File: config.mk
export PLATFORM = sky130hd
export DESIGN_NAME = bqv_queue
export DESIGN_NICKNAME = d
export VERILOG_FILES = /design/src/sv/bqv_pkg.sv /design/src/sv/bqv_queue.sv
export SDC_FILE = /design/constraint.sdc
export NUM_CORES = 1
export LEC_CHECK = 0
export BUFFER_PORTS_ARGS = -buffer_cell sky130_fd_sc_hd__buf_4
export CORE_UTILIZATION = 30
export DETAILED_ROUTE_END_ITERATION = 8
export MAX_ROUTING_LAYER = met4
export PLACE_DENSITY = 0.45
export RECOVER_POWER = 100
export SYNTH_ARGS = -nofsm -noshare
export SYNTH_HDL_FRONTEND = slang
export SYNTH_SLANG_ARGS = --single-unit
export TNS_END_PERCENT = 5
File: constraint.sdc
create_clock -name clk -period 12.9 [get_ports clk]
set_input_delay 0.645 -clock clk [delete_from_list [all_inputs] [get_ports clk]]
set_output_delay 0.645 -clock clk [all_outputs]
set_load 0.01 [all_outputs]
File: src/sv/bqv_pkg.sv
`timescale 1ns / 1ps
package bqv_pkg;

    localparam int ONE_Q16       = 65536;
    localparam int COORD_W_DEF   = 32;
    localparam int POS_W         = 32;
    localparam int OFF_W         = 48;
    localparam int VEC_W         = 16;
    localparam int PROD_W        = 64;
    localparam int ACC_W         = 50;
    localparam int UV_W          = 17;
    localparam int TEX_W         = 15;
    localparam int LANES         = 4;
    localparam int QUEUE_DEPTH   = 4;

    typedef enum logic [3:0] {
        CFG_RIGHT_X = 4'd0,
        CFG_RIGHT_Y = 4'd1,
        CFG_RIGHT_Z = 4'd2,
        CFG_UP_X    = 4'd3,
        CFG_UP_Y    = 4'd4,
        CFG_UP_Z    = 4'd5,
        CFG_TEX_W   = 4'd6,
        CFG_TEX_H   = 4'd7
    } cfg_idx_t;

    typedef struct packed {
        logic signed [POS_W-1:0] pos_x;
        logic signed [POS_W-1:0] pos_y;
        logic signed [POS_W-1:0] pos_z;
        logic signed [OFF_W-1:0] off_r0;
        logic signed [OFF_W-1:0] off_r1;
        logic signed [OFF_W-1:0] off_u0;
        logic signed [OFF_W-1:0] off_u1;
        logic [UV_W-1:0]         u0;
        logic [UV_W-1:0]         u1;
        logic [UV_W-1:0]         v0;
        logic [UV_W-1:0]         v1;
    } bqv_item_t;

    typedef struct packed {
        logic signed [VEC_W-1:0] x;
        logic signed [VEC_W-1:0] y;
        logic signed [VEC_W-1:0] z;
    } bqv_vec_t;

endpackage

File: src/sv/bqv_queue.sv
`timescale 1ns / 1ps
module bqv_queue
    import bqv_pkg::*;
(
    input  logic       clk,
    input  logic       rst_n,
    input  logic       push_valid,
    output logic       push_ready,
    input  bqv_item_t  push_item,
    output logic       pop_valid,
    input  logic       pop_ready,
    output bqv_item_t  pop_item
);

    localparam int AW = $clog2(QUEUE_DEPTH);

    bqv_item_t       mem_reg [QUEUE_DEPTH];
    logic [AW-1:0]   wr_reg, rd_reg;
    logic [AW:0]     cnt_reg;
    logic            push, pop;

    assign push_ready = (cnt_reg != (AW+1)'(QUEUE_DEPTH));
    assign pop_valid  = (cnt_reg != '0);
    assign push       = push_valid && push_ready;
    assign pop        = pop_valid && pop_ready;
    assign pop_item   = mem_reg[rd_reg];

    always_ff @(posedge clk or negedge rst_n)
    begin
        if (!rst_n)
        begin
            wr_reg  <= '0;
            rd_reg  <= '0;
            cnt_reg <= '0;
        end
        else
        begin
            if (push)
                wr_reg <= wr_reg + 1'b1;
            if (pop)
                rd_reg <= rd_reg + 1'b1;
            if (push && !pop)
                cnt_reg <= cnt_reg + 1'b1;
            else if (pop && !push)
                cnt_reg <= cnt_reg - 1'b1;
        end
    end

    always_ff @(posedge clk)
    begin
        if (push)
            mem_reg[wr_reg] <= push_item;
    end

endmodule

# Word-level counts from Yosys, hierarchy flattened

Memory sizes are Yosys's and may differ from the RTL's.
Cells that the tools add are included.

Flip-flop bits (word level): 7
Latch bits: 0
Memory bits (writable): 1424
Memory bits (read-only): 0
Bits of input ports: 360
Word-level logic and storage cells: 21
Memories: 1

Memory list:

| name    | words | width | rd ports | clocked after memory_dff | wr ports | line            | RTL |
|---|---|---|---|---|---|---|---|
| mem_reg | 4     | 356   | 1        | 0                        | 1        | bqv_queue.sv:17 | `bqv_item_t mem_reg [QUEUE_DEPTH];` |

Add/sub/neg operators: 4
Multipliers: 0
Div/mod/pow operators: 0
Order comparisons: 0
Eq/ne operators: 1
Shifts and indexed selects: 0
Muxes and demuxes: 4
Bitwise operators: 0
Reduce and logical (&&, ||, !) cells: 8

Operators with widths:

| cell                                             | number |
|---|---|
| two-way mux 3 bit                                | 2 |
| adder 2 x 1 -> 2 bit, second input constant      | 2 |
| logical AND 1 bit                                | 4 |
| adder 3 x 1 -> 3 bit, second input constant      | 1 |
| != test 3 bit, second input constant             | 1 |
| nonzero test 3 bit                               | 1 |
| subtractor 3 x 1 -> 3 bit, second input constant | 1 |
| logical NOT 1 bit                                | 2 |
| two-way mux 1 bit                                | 2 |
| nonzero test 2 bit                               | 1 |

# Longest topological paths before layout

Word-level depth: 6
Depth in mapped cells: 8

# Worst setup path before layout

OpenSTA, ideal clock, no wires.

Path kind: in2reg
Start point: input push_valid
End point: memory mem_reg[0][0] (netlist bit), enable pin
Library setup time: 0.764 ns
Data arrival time: 9.007 ns
Data required time: 12.136 ns
Slack: 3.129 ns
Stages: 2
Buffers on the path: 0
Cell sequence: a21boi_2 and2_1

Longest elaborated chain between the ends: 3

Ends and longest elaborated chain:

| what                                    | line            | RTL |
|---|---|---|
| start: declaration                      | bqv_queue.sv:7  | `input logic push_valid,` |
| logical AND 1 bit                       | bqv_queue.sv:24 | `assign push = push_valid && push_ready;` |
| two-way mux 1 bit                       | bqv_queue.sv:51 | `if (push)` |
| two-way mux 1 bit (implied by the code) | bqv_queue.sv:52 | `mem_reg[wr_reg] <= push_item;` |
| end: declaration                        | bqv_queue.sv:17 |  |

Every way passes these cells.

==> flow_metrics.env <==
export IMPL_status="finished, violations left"
export IMPL_violations="capacitance limit, slew limit"
export IMPL_ir_drop_mv=0.219
export IMPL_finalWirelength_um=131000
export IMPL_synth_cells=1895
export IMPL_die_x_um=418
export IMPL_postSynthAreaPerCell_sq_um=27.4
export IMPL_die_area_sq_um=175000
export IMPL_crit_chain="clkbuf_1 > buf_4 > mux4_2 > clkbuf_1"
export IMPL_synthTopCellsByArea="edfxtp_1 82%, mux4_2 15%, buf_6 0.52%"
export IMPL_dr_total_vias=24749
export IMPL_leakagePower_nw=20.4
export IMPL_criticalPathCategory="flop to primary output"
export IMPL_endpoint_kind="primary output"
export IMPL_hold_viol=0
export IMPL_synth_top_area_cell="edfxtp_1"
export IMPL_async_reset_ff_share_pct=0.489
export IMPL_synth_warnings=0
export IMPL_final_nets=3446
export IMPL_power_density_nw_per_um2=230
export IMPL_largest_reg_flops=1424
export IMPL_hold_path_class="primary input to flop"
export IMPL_syn_cell_area_sq_um=51900
export IMPL_path_max_fanout=58
export IMPL_max_clock_freq_mhz=117
export IMPL_drcViolationCount=0
export IMPL_grt_max_degree=130
export IMPL_core_area_sq_um=172000
export IMPL_post_route_period_util_pct=66.2
export IMPL_place_congestion=0.763
export IMPL_finalNonFillerCells=5538
export IMPL_insertion_delay_ns=0.81
export IMPL_start_util_pct=30.2
export IMPL_antenna_found_initial=21
export IMPL_grt_pass1_wl_um=189000
export IMPL_routed_via_density=4.47
export IMPL_tightest_slew_ns=5.42
export IMPL_cts_tree="yes"
export IMPL_arrival_ns=7.89
export IMPL_clkTransAtPathRegs_ns=0.06
export IMPL_synth_common_cells="1424 x edfxtp_1, 356 x mux4_2, 36 x buf_2"
export IMPL_die_h_um=418
export IMPL_slew_headroom_pct=-261
export IMPL_postCtsSetupRepairBufs=0
export IMPL_synth_edff_count=1424
export IMPL_fin_tns_setup_ns=0
export IMPL_drive_gt1_share_pct=18.8
export IMPL_cts_made_buffers=160
export IMPL_maxCapViolCount=15
export IMPL_drt_antenna_violating_nets=0
export IMPL_period_minus_slack_ns=8.54
export IMPL_syn_nets=2261
export IMPL_firstDrtPassIters=5
export IMPL_grt_overflow=0
export IMPL_synthFlopType="edfxtp_1"
export IMPL_yosysMostFrequentCell="edfxtp_1"
export IMPL_critPathSlowestCell="clkbuf_1"
export IMPL_synthDistinctLibCells=20
export IMPL_portBuffers=717
export IMPL_dr_first_iter_drc_count=1527
export IMPL_clockBufferDepth=3
export IMPL_syn_to_final_growth_pct=26.7
export IMPL_fin_worst_skew_ns=0.0435
export IMPL_dp_cells=4871
export IMPL_required_ns=12.26
export IMPL_rows=152
export IMPL_io_pins=718
export IMPL_setup_viol=0
export IMPL_grt_pass1_vias=27312
export IMPL_startpoint_type="flop"
export IMPL_crit_top_cell="clkbuf_1"
export IMPL_slowest_delay_ns=2.80
export IMPL_clock_sinks=1431
export IMPL_synth_seq_cells=1431
export IMPL_ctsHtreeMaxLevel=4
export IMPL_grt_use_total_pct=15.4
export IMPL_avgRoutedWirePerCell_um=23.6
export IMPL_rsz0062_at_grt="false"
export IMPL_hpwl_um=82200
export IMPL_root_buffer="clkbuf_16"
export IMPL_synth_seq_area_share_pct=82.8
export IMPL_synth_top_area_share_pct=82.4
export IMPL_finalMaxSlewViolations=716
==> report_power, final <==
part	switching, mW	leakage (nW)	total, mW	internal, mW
clock	1.85	2.45	4.36	2.52
combinational	2.62	4.87	4.32	1.70
sequential	0.227	13.1	6.42	6.19
total	4.69	20.4	15.1	10.4
==> cell usage in the layout (no fill, tap or decap), types with 3 or more instances in the layout <==
cell type	count
inv_16	4
buf_4	20
edfxtp_1	1424
clkinv_16	3
dlygate4sd3_1	357
ha_1	5
inv_6	5
clkinv_2	21
bufinv_16	10
diode_2	19
clkbuf_1	761
mux4_2	356
clkinv_1	32
clkbuf_16	161
inv_1	3
and2_0	4
clkinvlp_4	6
xnor2_1	4
dfrtp_1	7
buf_12	7
clkinv_8	3
==> path summary, 6_finish.rpt <==
kind | depth (start not counted) | slack, ns | startpoint | end
min | 3 | 0.14 | pop_ready | rd_reg[1]
min in group asynchronous | 2 | 0.29 | rst_n | cnt_reg[2]
min reg2reg | 1 | 0.53 | cnt_reg[2] | cnt_reg[2]
max reg2reg | 4 | 4.49 | cnt_reg[0] | mem_reg[2][138]
max | 4 | 4.36 | rd_reg[1] | pop_item[38]
max in group asynchronous | 2 | 12.31 | rst_n | rd_reg[0]
==> repair_timing <==
action	4_1_cts	5_1_grt
hold buffers	357	0
endpoints found under the hold margin	1431	0
gates resized for setup	0	0
==> through the flow <==
stage	hold WS [ns]	cell area (sq um)	power (mW)	worst slack (ns)	util, %
finish	0.141	65700	15.1	4.36	38.3
global route	0.0912	65700	15.8	3.70	38.3
CTS	0.0318	68400	16.0	7.23	39.8
detailed placement	0.470	59800	11.5	8.17	34.8
global placement	0.465	59800	11.4	8.25	34.8
floorplan	0.349	51900	9.48	3.13	-
==> cells by family after synthesis <==
logic type      after synthesis  share of synthesized area, %
compound gates                1                        0.0217
xor+xnor                      6                         0.101
fa+ha+maj                     6                         0.159
buf+inv                      83                          1.34
flops                      1431                          82.8
mux                         358                          15.5
simple gates                 10                        0.0989
==> layout make-up <==
type | instances | area, sq um
diodes | 19 | 47.5
clock buffers | 203 | 4190
clock inverters | 88 | 873
fillers | 15885 | 106000
inverters | 3 | 11.3
multi-input cells | 381 | 8230
flip-flops and latches | 1431 | 42900
well taps | 2310 | 2890
repair buffers | 1103 | 6560
==> critical path, delay by kind of cell, from the launching register on <==
family	cells	cell delay (ns)
muxes	1	0.37
buffers and inverters	3	4.13
DFF	1	2.39
==> layer usage <==
metal  vias to the layer above  part of all wire (%)  global-route usage, %
met5                         -                     0                      -
met4                         0                   4.4                   7.28
met3                       231                   5.0                   3.68
met2                       667                    53                   26.3
met1                     13123                    37                   16.8
li1                      10728                     -                      -
No activity file was read; power rests on OpenSTA's default activity.
